File: config.mk
export PLATFORM = sky130hd
export DESIGN_NAME = lfu_cache_policy_unit
export DESIGN_NICKNAME = d
export VERILOG_FILES = /design/src/hdl/lfu_pkg.sv /design/src/hdl/lfu_store.sv /design/src/hdl/lfu_cmp.sv /design/src/hdl/lfu_cache_policy_unit.sv
export SDC_FILE = /design/constraint.sdc
export NUM_CORES = 2
export LEC_CHECK = 0
export BUFFER_PORTS_ARGS = -buffer_cell sky130_fd_sc_hd__buf_2
export CAP_MARGIN = 0
export CORE_MARGIN = 5
export CORE_UTILIZATION = 55
export DETAILED_ROUTE_END_ITERATION = 8
export GPL_ROUTABILITY_DRIVEN = 0
export PLACE_DENSITY = 0.73
export SETUP_SLACK_MARGIN = 0.1
export SYNTH_ARGS = -nofsm -noshare
export SYNTH_HDL_FRONTEND = slang
export SYNTH_SLANG_ARGS = --single-unit
export TNS_END_PERCENT = 1
File: constraint.sdc
create_clock -name clk -period 17.79 [get_ports clk]
set_input_delay 2.6685 -clock clk [delete_from_list [all_inputs] [get_ports clk]]
set_output_delay 2.6685 -clock clk [all_outputs]
set_load 0.05 [all_outputs]
File: src/hdl/lfu_pkg.sv
// shared types, constants and state codes for the lfu cache policy unit
// no dependencies
package lfu_pkg;

  localparam int KEY_W      = 32;
  localparam int VAL_W      = 32;
  localparam int COUNT_W    = 32;
  localparam int STAMP_W    = 64;
  localparam int CAP_W      = 5;
  localparam int ENTRIES_DEF = 16;

  localparam logic [CAP_W-1:0] CAP_RESET = 5'd16;
  localparam logic [VAL_W-1:0] READ_MISS = '1;
  localparam logic [COUNT_W-1:0] COUNT_ONE = 32'd1;

  localparam logic KIND_GET = 1'b0;
  localparam logic KIND_PUT = 1'b1;

  typedef struct packed {
    logic               valid;
    logic [KEY_W-1:0]   key;
    logic [VAL_W-1:0]   value;
    logic [COUNT_W-1:0] count;
    logic [STAMP_W-1:0] stamp;
  } entry_t;

  typedef enum logic [1:0] {
    ST_CLEAR,
    ST_IDLE,
    ST_SCAN,
    ST_COMMIT
  } state_t;

endpackage

File: src/hdl/lfu_store.sv
// entry memory: one write port, one registered read port
// depends on lfu_pkg for the entry record type
module lfu_store #(
  parameter int ENTRIES = lfu_pkg::ENTRIES_DEF,
  parameter int IDX_W   = (ENTRIES > 1) ? $clog2(ENTRIES) : 1
) (
  input  logic                clk,
  input  logic                wr_en,
  input  logic [IDX_W-1:0]    wr_addr,
  input  lfu_pkg::entry_t     wr_data,
  input  logic                rd_en,
  input  logic [IDX_W-1:0]    rd_addr,
  output lfu_pkg::entry_t     rd_data
);

  lfu_pkg::entry_t mem [ENTRIES];

  always_ff @(posedge clk) begin
    if (wr_en) begin
      mem[wr_addr] <= wr_data;
    end
  end

  always_ff @(posedge clk) begin
    if (rd_en) begin
      rd_data <= mem[rd_addr];
    end
  end

endmodule

File: src/hdl/lfu_cmp.sv
// victim compare: lower use count wins, then older stamp
// depends on lfu_pkg for field widths
module lfu_cmp (
  input  logic [lfu_pkg::COUNT_W-1:0] cand_count,
  input  logic [lfu_pkg::STAMP_W-1:0] cand_stamp,
  input  logic [lfu_pkg::COUNT_W-1:0] best_count,
  input  logic [lfu_pkg::STAMP_W-1:0] best_stamp,
  output logic                        cand_less
);

  assign cand_less = {cand_count, cand_stamp} < {best_count, best_stamp};

endmodule

File: src/hdl/lfu_cache_policy_unit.sv
// top level of the lfu cache policy unit: sequencer, scan registers, config
// depends on lfu_pkg, lfu_store and lfu_cmp
//
// usage:
//   commands enter on in_kind/in_key/in_value, taken at an edge where start is
//   high and busy is low. kind get looks a key up, kind put inserts or updates.
//   each command gives exactly one result on out_* marked by out_valid for one
//   cycle; the receiver cannot stall, so the result must be taken then.
//   each command reads every entry of the memory once through its single read
//   port; an entry is checked in the cycle after its read for a key match and a
//   free slot, and through the single compare unit for the eviction victim. a
//   closing scan step follows, then the commit state writes the chosen entry
//   back. busy is low again in the out_valid cycle, so the next command can be
//   taken in that cycle. capacity is written on cfg_valid/cfg_ready (always
//   ready); the user must do so only while idle; the unit does not check it.
//   after reset the unit clears the valid flag of every entry, one per cycle,
//   with busy high; capacity resets to 16.
module lfu_cache_policy_unit #(
  parameter int ENTRIES = lfu_pkg::ENTRIES_DEF
) (
  input  logic                        clk,
  input  logic                        rst_n,
  input  logic                        start,
  output logic                        busy,
  input  logic                        in_kind,
  input  logic signed [31:0]          in_key,
  input  logic signed [31:0]          in_value,
  output logic                        out_valid,
  output logic                        out_hit,
  output logic signed [31:0]          out_read_value,
  output logic                        out_evicted,
  output logic signed [31:0]          out_evicted_key,
  input  logic                        cfg_valid,
  output logic                        cfg_ready,
  input  logic [lfu_pkg::CAP_W-1:0]   cfg_data
);

  localparam int IDX_W = (ENTRIES > 1) ? $clog2(ENTRIES) : 1;
  localparam int CNT_W = $clog2(ENTRIES + 1);
  localparam int CMP_W = (CNT_W > lfu_pkg::CAP_W) ? CNT_W : lfu_pkg::CAP_W;

  lfu_pkg::state_t state_r, state_nxt;

  logic [lfu_pkg::CAP_W-1:0]   capacity_r;
  logic [CNT_W-1:0]            used_r, used_nxt;
  logic [lfu_pkg::STAMP_W-1:0] clock_r, clock_nxt;
  logic [IDX_W-1:0]            clr_idx_r, clr_idx_nxt;

  logic                        kind_r, kind_nxt;
  logic [31:0]                 key_r, key_nxt;
  logic [31:0]                 value_r, value_nxt;

  logic [CNT_W-1:0]            issue_r, issue_nxt;
  logic                        chk_vld_r, chk_vld_nxt;
  logic [IDX_W-1:0]            chk_idx_r, chk_idx_nxt;

  logic                        match_r, match_nxt;
  logic [IDX_W-1:0]            match_idx_r, match_idx_nxt;
  logic [31:0]                 match_val_r, match_val_nxt;
  logic [lfu_pkg::COUNT_W-1:0] match_cnt_r, match_cnt_nxt;
  logic                        free_r, free_nxt;
  logic [IDX_W-1:0]            free_idx_r, free_idx_nxt;
  logic                        vic_r, vic_nxt;
  logic [IDX_W-1:0]            vic_idx_r, vic_idx_nxt;
  logic [lfu_pkg::COUNT_W-1:0] vic_cnt_r, vic_cnt_nxt;
  logic [lfu_pkg::STAMP_W-1:0] vic_stamp_r, vic_stamp_nxt;
  logic [31:0]                 vic_key_r, vic_key_nxt;

  logic                        out_valid_r, out_valid_nxt;
  logic                        out_hit_r, out_hit_nxt;
  logic [31:0]                 out_rv_r, out_rv_nxt;
  logic                        out_ev_r, out_ev_nxt;
  logic [31:0]                 out_evk_r, out_evk_nxt;

  logic                        wr_en;
  logic [IDX_W-1:0]            wr_addr;
  lfu_pkg::entry_t             wr_data;
  logic                        rd_en;
  lfu_pkg::entry_t             rd_data;
  logic                        cand_less;

  logic                        accept;
  logic                        scan_done;
  logic [CMP_W-1:0]            cap_ext, ent_ext, used_ext, cap_eff;
  logic                        use_free;
  logic [lfu_pkg::COUNT_W-1:0] cnt_inc;

  assign accept    = start && (state_r == lfu_pkg::ST_IDLE);
  assign busy      = (state_r != lfu_pkg::ST_IDLE);
  assign cfg_ready = 1'b1;
  assign scan_done = (issue_r == CNT_W'(ENTRIES)) && !chk_vld_r;

  assign cap_ext  = CMP_W'(capacity_r);
  assign ent_ext  = CMP_W'(ENTRIES);
  assign used_ext = CMP_W'(used_r);
  assign cap_eff  = (cap_ext > ent_ext) ? ent_ext : cap_ext;
  assign use_free = (used_ext < cap_eff) && free_r;
  assign cnt_inc  = (match_cnt_r == '1) ? match_cnt_r : match_cnt_r + lfu_pkg::COUNT_ONE;

  assign rd_en = (state_r == lfu_pkg::ST_SCAN) && (issue_r < CNT_W'(ENTRIES));

  lfu_store #(.ENTRIES(ENTRIES), .IDX_W(IDX_W)) u_store (
    .clk     (clk),
    .wr_en   (wr_en),
    .wr_addr (wr_addr),
    .wr_data (wr_data),
    .rd_en   (rd_en),
    .rd_addr (issue_r[IDX_W-1:0]),
    .rd_data (rd_data)
  );

  lfu_cmp u_cmp (
    .cand_count (rd_data.count),
    .cand_stamp (rd_data.stamp),
    .best_count (vic_cnt_r),
    .best_stamp (vic_stamp_r),
    .cand_less  (cand_less)
  );

  // next state
  always_comb begin
    state_nxt = state_r;
    unique case (state_r)
      lfu_pkg::ST_CLEAR: begin
        if (clr_idx_r == IDX_W'(ENTRIES - 1)) state_nxt = lfu_pkg::ST_IDLE;
      end
      lfu_pkg::ST_IDLE: begin
        if (start) state_nxt = lfu_pkg::ST_SCAN;
      end
      lfu_pkg::ST_SCAN: begin
        if (scan_done) state_nxt = lfu_pkg::ST_COMMIT;
      end
      lfu_pkg::ST_COMMIT: begin
        state_nxt = lfu_pkg::ST_IDLE;
      end
      default: state_nxt = lfu_pkg::ST_IDLE;
    endcase
  end

  // datapath and outputs
  always_comb begin
    used_nxt      = used_r;
    clock_nxt     = clock_r;
    clr_idx_nxt   = clr_idx_r;
    kind_nxt      = kind_r;
    key_nxt       = key_r;
    value_nxt     = value_r;
    issue_nxt     = issue_r;
    chk_vld_nxt   = 1'b0;
    chk_idx_nxt   = chk_idx_r;
    match_nxt     = match_r;
    match_idx_nxt = match_idx_r;
    match_val_nxt = match_val_r;
    match_cnt_nxt = match_cnt_r;
    free_nxt      = free_r;
    free_idx_nxt  = free_idx_r;
    vic_nxt       = vic_r;
    vic_idx_nxt   = vic_idx_r;
    vic_cnt_nxt   = vic_cnt_r;
    vic_stamp_nxt = vic_stamp_r;
    vic_key_nxt   = vic_key_r;
    out_valid_nxt = 1'b0;
    out_hit_nxt   = out_hit_r;
    out_rv_nxt    = out_rv_r;
    out_ev_nxt    = out_ev_r;
    out_evk_nxt   = out_evk_r;
    wr_en         = 1'b0;
    wr_addr       = clr_idx_r;
    wr_data       = '0;

    unique case (state_r)
      lfu_pkg::ST_CLEAR: begin
        wr_en       = 1'b1;
        clr_idx_nxt = clr_idx_r + 1'b1;
      end
      lfu_pkg::ST_IDLE: begin
        if (accept) begin
          kind_nxt  = in_kind;
          key_nxt   = in_key;
          value_nxt = in_value;
          issue_nxt = '0;
          match_nxt = 1'b0;
          free_nxt  = 1'b0;
          vic_nxt   = 1'b0;
        end
      end
      lfu_pkg::ST_SCAN: begin
        if (rd_en) begin
          issue_nxt   = issue_r + 1'b1;
          chk_vld_nxt = 1'b1;
          chk_idx_nxt = issue_r[IDX_W-1:0];
        end
        // entry read last cycle is checked now
        if (chk_vld_r) begin
          if (rd_data.valid) begin
            if (!match_r && rd_data.key == key_r) begin
              match_nxt     = 1'b1;
              match_idx_nxt = chk_idx_r;
              match_val_nxt = rd_data.value;
              match_cnt_nxt = rd_data.count;
            end
            if (!vic_r || cand_less) begin
              vic_nxt       = 1'b1;
              vic_idx_nxt   = chk_idx_r;
              vic_cnt_nxt   = rd_data.count;
              vic_stamp_nxt = rd_data.stamp;
              vic_key_nxt   = rd_data.key;
            end
          end else if (!free_r) begin
            free_nxt     = 1'b1;
            free_idx_nxt = chk_idx_r;
          end
        end
      end
      lfu_pkg::ST_COMMIT: begin
        out_valid_nxt = 1'b1;
        out_hit_nxt   = match_r;
        out_rv_nxt    = match_r ? match_val_r : lfu_pkg::READ_MISS;
        out_ev_nxt    = 1'b0;
        out_evk_nxt   = '0;
        wr_data.valid = 1'b1;
        wr_data.key   = key_r;
        wr_data.stamp = clock_r;
        if (match_r && (kind_r == lfu_pkg::KIND_GET || cap_eff != '0)) begin
          // use of a present key
          wr_en         = 1'b1;
          wr_addr       = match_idx_r;
          wr_data.value = (kind_r == lfu_pkg::KIND_PUT) ? value_r : match_val_r;
          wr_data.count = cnt_inc;
          clock_nxt     = clock_r + 1'b1;
          out_rv_nxt    = wr_data.value;
        end else if (!match_r && kind_r == lfu_pkg::KIND_PUT && cap_eff != '0) begin
          wr_en         = 1'b1;
          wr_data.value = value_r;
          wr_data.count = lfu_pkg::COUNT_ONE;
          clock_nxt     = clock_r + 1'b1;
          out_rv_nxt    = value_r;
          if (use_free) begin
            wr_addr  = free_idx_r;
            used_nxt = used_r + 1'b1;
          end else if (vic_r) begin
            wr_addr     = vic_idx_r;
            out_ev_nxt  = 1'b1;
            out_evk_nxt = vic_key_r;
          end else begin
            wr_addr  = '0;
            used_nxt = used_r + 1'b1;
          end
        end
      end
      default: begin
      end
    endcase
  end

  always_ff @(posedge clk) begin
    if (!rst_n) begin
      state_r     <= lfu_pkg::ST_CLEAR;
      capacity_r  <= lfu_pkg::CAP_RESET;
      used_r      <= '0;
      clock_r     <= '0;
      clr_idx_r   <= '0;
      chk_vld_r   <= 1'b0;
      out_valid_r <= 1'b0;
    end else begin
      state_r     <= state_nxt;
      used_r      <= used_nxt;
      clock_r     <= clock_nxt;
      clr_idx_r   <= clr_idx_nxt;
      chk_vld_r   <= chk_vld_nxt;
      out_valid_r <= out_valid_nxt;
      if (cfg_valid && cfg_ready) begin
        capacity_r <= cfg_data;
      end
    end
  end

  always_ff @(posedge clk) begin
    kind_r      <= kind_nxt;
    key_r       <= key_nxt;
    value_r     <= value_nxt;
    issue_r     <= issue_nxt;
    chk_idx_r   <= chk_idx_nxt;
    match_r     <= match_nxt;
    match_idx_r <= match_idx_nxt;
    match_val_r <= match_val_nxt;
    match_cnt_r <= match_cnt_nxt;
    free_r      <= free_nxt;
    free_idx_r  <= free_idx_nxt;
    vic_r       <= vic_nxt;
    vic_idx_r   <= vic_idx_nxt;
    vic_cnt_r   <= vic_cnt_nxt;
    vic_stamp_r <= vic_stamp_nxt;
    vic_key_r   <= vic_key_nxt;
    out_hit_r   <= out_hit_nxt;
    out_rv_r    <= out_rv_nxt;
    out_ev_r    <= out_ev_nxt;
    out_evk_r   <= out_evk_nxt;
  end

  assign out_valid       = out_valid_r;
  assign out_hit         = out_hit_r;
  assign out_read_value  = out_rv_r;
  assign out_evicted     = out_ev_r;
  assign out_evicted_key = out_evk_r;

endmodule
Yosys cells after proc, flatten, opt, wreduce, memory -nomap -nowiden. Memory sizes are Yosys's and may differ from the RTL's. A register that Yosys moved wholly into a read port is not among the register bits. Cells that the tools add are included.

Flip-flop bits (word level): 429. Bits in writable memories: 2576. Word-level logic and storage cells: 139. Memories: 1.

Memory list: u_store.mem (words 16, width 161, read ports 1, clocked after memory_dff 1, wr ports 1, line lfu_store.sv:16) `lfu_pkg::entry_t mem [ENTRIES];`.

$add $sub $neg: 5. Order comparisons: 4. Eq/ne operators: 19. Multiplexer cells: 45. Bitwise logic cells: 6. Reduce and logical (&&, ||, !) cells: 32.

Operator list (number): $mux W64 (4); $mux W161 (1); $mux W32 (5); $lt A96 B96 Y1 (1); $add A64 B1 Y64 const B (1); $add A32 B1 Y32 const B (1); $eq A32 B32 Y1 (1); $eq A32 B32 Y1 const B (1); $mux W5 (5); $mux W4 (5); $reduce_and A4 Y1 (5); $mux W1 (16); $ne A2 B2 Y1 const B (7); $add A5 B1 Y5 const B (2); $ne A2 B1 Y1 const B (5); $pmux W5 S2 (1); $reduce_and A5 Y1 (2); $logic_and A1 B1 Y1 (8); $pmux W1 S2 (4); $pmux W2 S4 (1); $reduce_and A2 Y1 (4); $mux W2 (3); $not A1 Y1 (6); $reduce_and A3 Y1 (2); 15 further kinds (20).

Logic depth before layout (Yosys ltp).
Depth in word-level cells: 9. Gate-level depth with buffers: 11. Depth with buffers taken out: 10.

Cells and area by module. A second synthesis with hierarchy kept.

Cells, all modules: 5945. Area total of the unflattened synthesis: 121808.1 µm².

By module, submodules not included: lfu_store (instances 1, cells each 4208, area each 101517.4 µm², seq. area each 82188.8 µm²); lfu_cache_policy_unit (instances 1, cells each 1400, area each 17904.7 µm², seq. area each 12061.6 µm²); lfu_cmp (instances 1, cells each 337, area each 2386.0 µm², seq. area each 0.0 µm²).

Worst setup path after synthesis. No wires, ideal clock.

Path kind: flip-flop to flip-flop. From: register state_r[0]. To: memory u_store.mem[4][0] (netlist name), enable pin. Setup time: 0.914 ns. Arrival time: 15.111 ns. Data required time: 16.876 ns. Path slack: 1.765 ns. Cell stages (with the launch flop): 8. Path buffers: 1. Period minus slack after synthesis: 16.025 ns. Cell sequence: dfxtp_1 > ha_1 > clkbuf_1 > nand3_1 > a22oi_1 > o21ai_0 > or2_2 > nor3b_1.

Cells in the longest elaborated chain, start to end: 4. Elaborated cells on any way between the ends: 6.

RTL lines: from (decl) (line lfu_cache_policy_unit.sv:42) `lfu_pkg::state_t state_r, state_nxt;`; from (signal assigned) (line lfu_cache_policy_unit.sv:258) `state_r <= lfu_pkg::ST_CLEAR;`; from (signal assigned) (line lfu_cache_policy_unit.sv:266) `state_r <= state_nxt;`; $eq A2 B2 Y1 / $logic_not A2 Y1 (equally long branches) (line lfu_cache_policy_unit.sv:171) `unique case (state_r)`; $pmux W1 S2 (line lfu_cache_policy_unit.sv:171); $mux W1 (line lfu_store.sv:19) `if (wr_en) begin`; $mux W1 (not written as such) (line lfu_store.sv:20) `mem[wr_addr] <= wr_data;`; to (decl) (line lfu_store.sv:16).

Several ways; a longest one is shown, not always the timed one.

Final worst setup path.
From: register, netlist name u_store.rd_data[89]. To: register vic_cnt_r[19] (netlist name), enable pin.

Cells in the longest elaborated chain, start to end: 3.

RTL lines: $lt A96 B96 Y1 (line lfu_cmp.sv:11) `assign cand_less = {cand_count, cand_stamp} < {best_count, best_stamp};`; $logic_or A1 B1 Y1 (line lfu_cache_policy_unit.sv:202) `if (!vic_r || cand_less) begin`; $reduce_and A4 Y1 (no source line); to (signal assigned) (line lfu_cache_policy_unit.sv:292) `vic_cnt_r <= vic_cnt_nxt;`; to (decl) (line lfu_cache_policy_unit.sv:65) `logic [lfu_pkg::COUNT_W-1:0] vic_cnt_r, vic_cnt_nxt;`.

Every way passes these cells. A chain may end at the register's enable or synchronous reset.

==> results_dict.tcl <==
set metrics [dict create \
    result_of_the_run "completed" \
    worst_slew_margin_relative_to_its_limit 0.1498 \
    cp-end-kind "flip-flop" \
    cts_tree "built" \
    antenna_found_initial 7 \
    path_class "reg -> reg" \
    placement_rows 172 \
    grt_first_pass_wirelength_microns 398200 \
    critPathRequiredTime_ns 18.31 \
    first_iter_violations 7151 \
    timing.final.crit_share 0.3289 \
    grt_max_degree 150 \
    ys_top_cells_by_area "sky130_fd_sc_hd__edfxtp_1 76%, sky130_fd_sc_hd__mux4_2 15%, sky130_fd_sc_hd__dfxtp_1 1.4%, sky130_fd_sc_hd__ha_1 1.1%, sky130_fd_sc_hd__and2_1 1.0%" \
    max-vdd-ir-drop_v 0.0001031 \
    dpl_cell_area_sq_um 125600 \
    floorplan_die_width_microns 479.4 \
    reg2reg_depth 11 \
    cts-resized-gates 0 \
    synth_largest_type_area_fraction 0.7641 \
    design.die.area_sq_um 229800 \
    period_minus_slack_ns 5.851 \
    grt_pass1_vias 58400 \
    totalWireLength_microns 272000 \
    place_worst_setup_slack_ns 12.03 \
    clkLatencyLatePin_ns 0.95 \
    synthFlopType "sky130_fd_sc_hd__edfxtp_1" \
    path_max_fanout 66 \
    cts.sink_count 3166 \
    setup_viol_count_final 0 \
    power.density_cell_area_nw_per_um2 109.1 \
    final_hold_fails 0 \
    max-clock-path-buffers 4 \
    peak_clock_frequency_supported_by_timing_ghz 0.1709 \
    synth_enable_flop_cells 3084 \
    hold-path-cell-count 0 \
    start_kind "flip-flop" \
    post_synth_num_cell_types 59 \
    num-fill-cells 14460 \
    clk_root_buffer_cell "sky130_fd_sc_hd__clkbuf_16" \
    number_of_levels_in_the_clock_h_tree 5 \
    ctsHoldBuffers 0 \
    worst-slew-pin-transition_ns 1.273 \
    cap_viol_max_count 0 \
    antenna_violating_nets_left 0 \
    synth_top_area_cell "sky130_fd_sc_hd__edfxtp_1" \
    cp_data_arrival_time_ns 6.37 \
    slew_viol_final 0 \
    layout.area.seq_sq_um 94250 \
    design.core.area_sq_um 219500 \
    synthCells 5441 \
    min_path_type "reg -> reg" \
    finish.instance_area_sq_um 135400 \
    finalClockSkew_ns 0.06996 \
    share_of_layout_cells_above_drive_strength_1 0.2506 \
    global_route.overflow_total 0 \
    wl_per_cell_microns 30.71 \
    grt_usage 0.2372 \
    detailedRoute.firstPassIterationCount 5 \
    syn-mean-instance-area_sq_um 22.27 \
    starting_density 0.5521 \
    drt_drc_violations_left 0 \
    finalHoldWorstSlack_ns 0.4250 \
    multiInputGateArea_sq_um 25630 \
    num-nets-final 5943 \
    detailroute.via_count 56460 \
    setup_tns_ns 0 \
    io_pins 143 \
    final_critical_path_setup_slack_ns 11.94 \
    die-height_microns 479.4 \
    tritoncts.num_buffers 319 \
    power.total_mw 14.76 \
    rsz0062_at_grt "false" \
    avgViaCountPerCell 6.373 \
    io_buffer_count 141 \
    synth.yosys.warnings 0 \
    detailed_place_hpwl_microns 134000 \
    p_leak_nw 43.78 \
    post_synth_instance_area_sq_um 121200 \
    syn_to_final_growth_pct 11.68 \
    clkSlewWorstSetupHoldPaths_ns 0.06 \
    synth_seq_area_share 0.7777 \
    post_synthesis_async_set_or_reset_flop_share 0 \
    cts_setup_buffers 0 \
    synthesis.nets 5625 \
    yosys_register_bits 3166 \
]
## where the power goes
part / internal, mW / switching (mW) / leakage, nW / total, mW
Sequential: 8.20 / 0.0289 / 28.3 / 8.23
Combinational: 0.0509 / 0.140 / 10.7 / 0.191
Clock: 3.65 / 2.69 / 4.77 / 6.34
## layout by cell type (no fill, tap or decap), types with 19 or more instances in the layout
cell | netlist | final
sky130_fd_sc_hd__edfxtp_1 | 3084 | 3084
sky130_fd_sc_hd__mux4_2 | 805 | 805
sky130_fd_sc_hd__clkbuf_16 | 0 | 326
sky130_fd_sc_hd__and2_1 | 202 | 201
sky130_fd_sc_hd__inv_1 | 152 | 152
sky130_fd_sc_hd__buf_2 | 0 | 141
sky130_fd_sc_hd__ha_1 | 110 | 109
sky130_fd_sc_hd__nor2_1 | 100 | 91
sky130_fd_sc_hd__nand2_1 | 86 | 86
sky130_fd_sc_hd__dfxtp_1 | 82 | 82
sky130_fd_sc_hd__buf_4 | 2 | 81
sky130_fd_sc_hd__xnor2_1 | 75 | 75
sky130_fd_sc_hd__clkbuf_1 | 172 | 71
sky130_fd_sc_hd__clkinv_1 | 0 | 58
sky130_fd_sc_hd__clkinv_2 | 0 | 54
sky130_fd_sc_hd__nand3_1 | 52 | 52
sky130_fd_sc_hd__a21oi_1 | 49 | 49
sky130_fd_sc_hd__xor2_1 | 45 | 45
sky130_fd_sc_hd__nor2b_1 | 42 | 41
sky130_fd_sc_hd__nand4_1 | 37 | 37
sky130_fd_sc_hd__a22oi_1 | 35 | 35
sky130_fd_sc_hd__o21ai_0 | 36 | 35
sky130_fd_sc_hd__a31oi_1 | 33 | 33
sky130_fd_sc_hd__nor3_1 | 26 | 22
sky130_fd_sc_hd__bufinv_16 | 0 | 20
sky130_fd_sc_hd__or3_1 | 19 | 19
## area by class of cell
cell class                 count  share of cell area
antenna                        3          0.00005547
clock buffer                 401             0.06265
clock inverter               146            0.009050
inverter                     152            0.004215
multi-input combinational   1884              0.1894
sequential                  3166              0.6963
tap                         2871             0.02654
timing repair buffer         236             0.01178
## per-layer routing
| metal | track usage | vias to the layer above | part of all wire |
|---|---|---|---|
| met5 | 0 | - | 0 |
| met4 | 0.07429 | 0 | 0.031 |
| met3 | 0.04327 | 490 | 0.086 |
| met2 | 0.3861 | 2932 | 0.50 |
| met1 | 0.3333 | 29900 | 0.39 |
| li1 | - | 23140 | - |
## through the flow
stage	std cells	utilization
final	8859	0.6166
after detailed placement	8309	0.5724
after global placement	8309	0.5724
after CTS	8856	0.6166
after floorplan	5441	-
after global routing	8858	0.6166
## Yosys cell counts (6+ instances only)
library cell               count
sky130_fd_sc_hd__mux4_2      805
sky130_fd_sc_hd__xor2_1       45
sky130_fd_sc_hd__a31oi_1      33
sky130_fd_sc_hd__nor2_1      100
sky130_fd_sc_hd__ha_1        110
sky130_fd_sc_hd__a211oi_1      9
sky130_fd_sc_hd__nand4_1      37
sky130_fd_sc_hd__nor3b_1       6
sky130_fd_sc_hd__xnor2_1      75
sky130_fd_sc_hd__nor4_1       16
sky130_fd_sc_hd__nor3_1       26
sky130_fd_sc_hd__or3_1        19
sky130_fd_sc_hd__o21ai_0      36
sky130_fd_sc_hd__nand3_1      52
sky130_fd_sc_hd__buf_1        64
sky130_fd_sc_hd__and2_1      202
sky130_fd_sc_hd__dfxtp_1      82
sky130_fd_sc_hd__a22oi_1      35
sky130_fd_sc_hd__edfxtp_1   3084
sky130_fd_sc_hd__nand2b_1     10
sky130_fd_sc_hd__a21o_1       12
sky130_fd_sc_hd__nor2b_1      42
sky130_fd_sc_hd__inv_1       152
sky130_fd_sc_hd__mux2i_1       8
sky130_fd_sc_hd__clkbuf_1    172
sky130_fd_sc_hd__a21boi_0      7
sky130_fd_sc_hd__and3_1       12
sky130_fd_sc_hd__nand2_1      86
sky130_fd_sc_hd__a21oi_1      49
sky130_fd_sc_hd__and4_1       11
## flip-flops by register name, indices dropped and copies added (netlist names), 2 cells and up
register         cells
u_store.mem       2576
u_store.rd_data    161
clock_r             64
vic_stamp_r         64
key_r               32
match_cnt_r         32
match_val_r         32
out_evicted_key     32
out_read_value      32
value_r             32
vic_cnt_r           32
vic_key_r           32
cap_ext              5
issue_r              5
used_ext             5
chk_idx_r            4
clr_idx_r            4
free_idx_r           4
match_idx_r          4
vic_idx_r            4
state_r              2
## cell families (layout without fill, tap and decap cells)
group | after synthesis | count (layout) | synth area share
AOI/OAI and AO/OA | 200 | 200 | 0.01048
xor gates and xnor gates | 120 | 120 | 0.008672
adders and majority gates | 110 | 110 | 0.01136
buffers and inverters | 391 | 935 | 0.01223
DFF | 3166 | 3166 | 0.7777
muxes | 814 | 814 | 0.1503
other | 1 | 4 | 0.00003094
and+or+nand+nor | 639 | 639 | 0.02921
## worst max-delay path, cell delays in order, from the launching register on
cell and delay, ns:
sky130_fd_sc_hd__edfxtp_1 0.42, sky130_fd_sc_hd__ha_1 0.35, sky130_fd_sc_hd__a21o_1 0.19, sky130_fd_sc_hd__a221o_1 0.33, sky130_fd_sc_hd__a221oi_1 0.59, sky130_fd_sc_hd__nand2_1 0.09
sky130_fd_sc_hd__or3_1 0.50, sky130_fd_sc_hd__a211o_1 0.35, sky130_fd_sc_hd__o21ai_0 0.30, sky130_fd_sc_hd__and4_4 0.67, sky130_fd_sc_hd__buf_4 0.59, sky130_fd_sc_hd__buf_4 0.94
## final timing paths
kind              slack [ns]        endpoint           startpoint
setup / recovery       11.94   vic_cnt_r[19]  u_store.rd_data[89]
hold / removal          0.43  match_val_r[2]  u_store.rd_data[98]
setup reg to reg       11.94   vic_cnt_r[19]  u_store.rd_data[89]
hold reg to reg         0.43  match_val_r[2]  u_store.rd_data[98]
(Power assumes the default switching activity.)
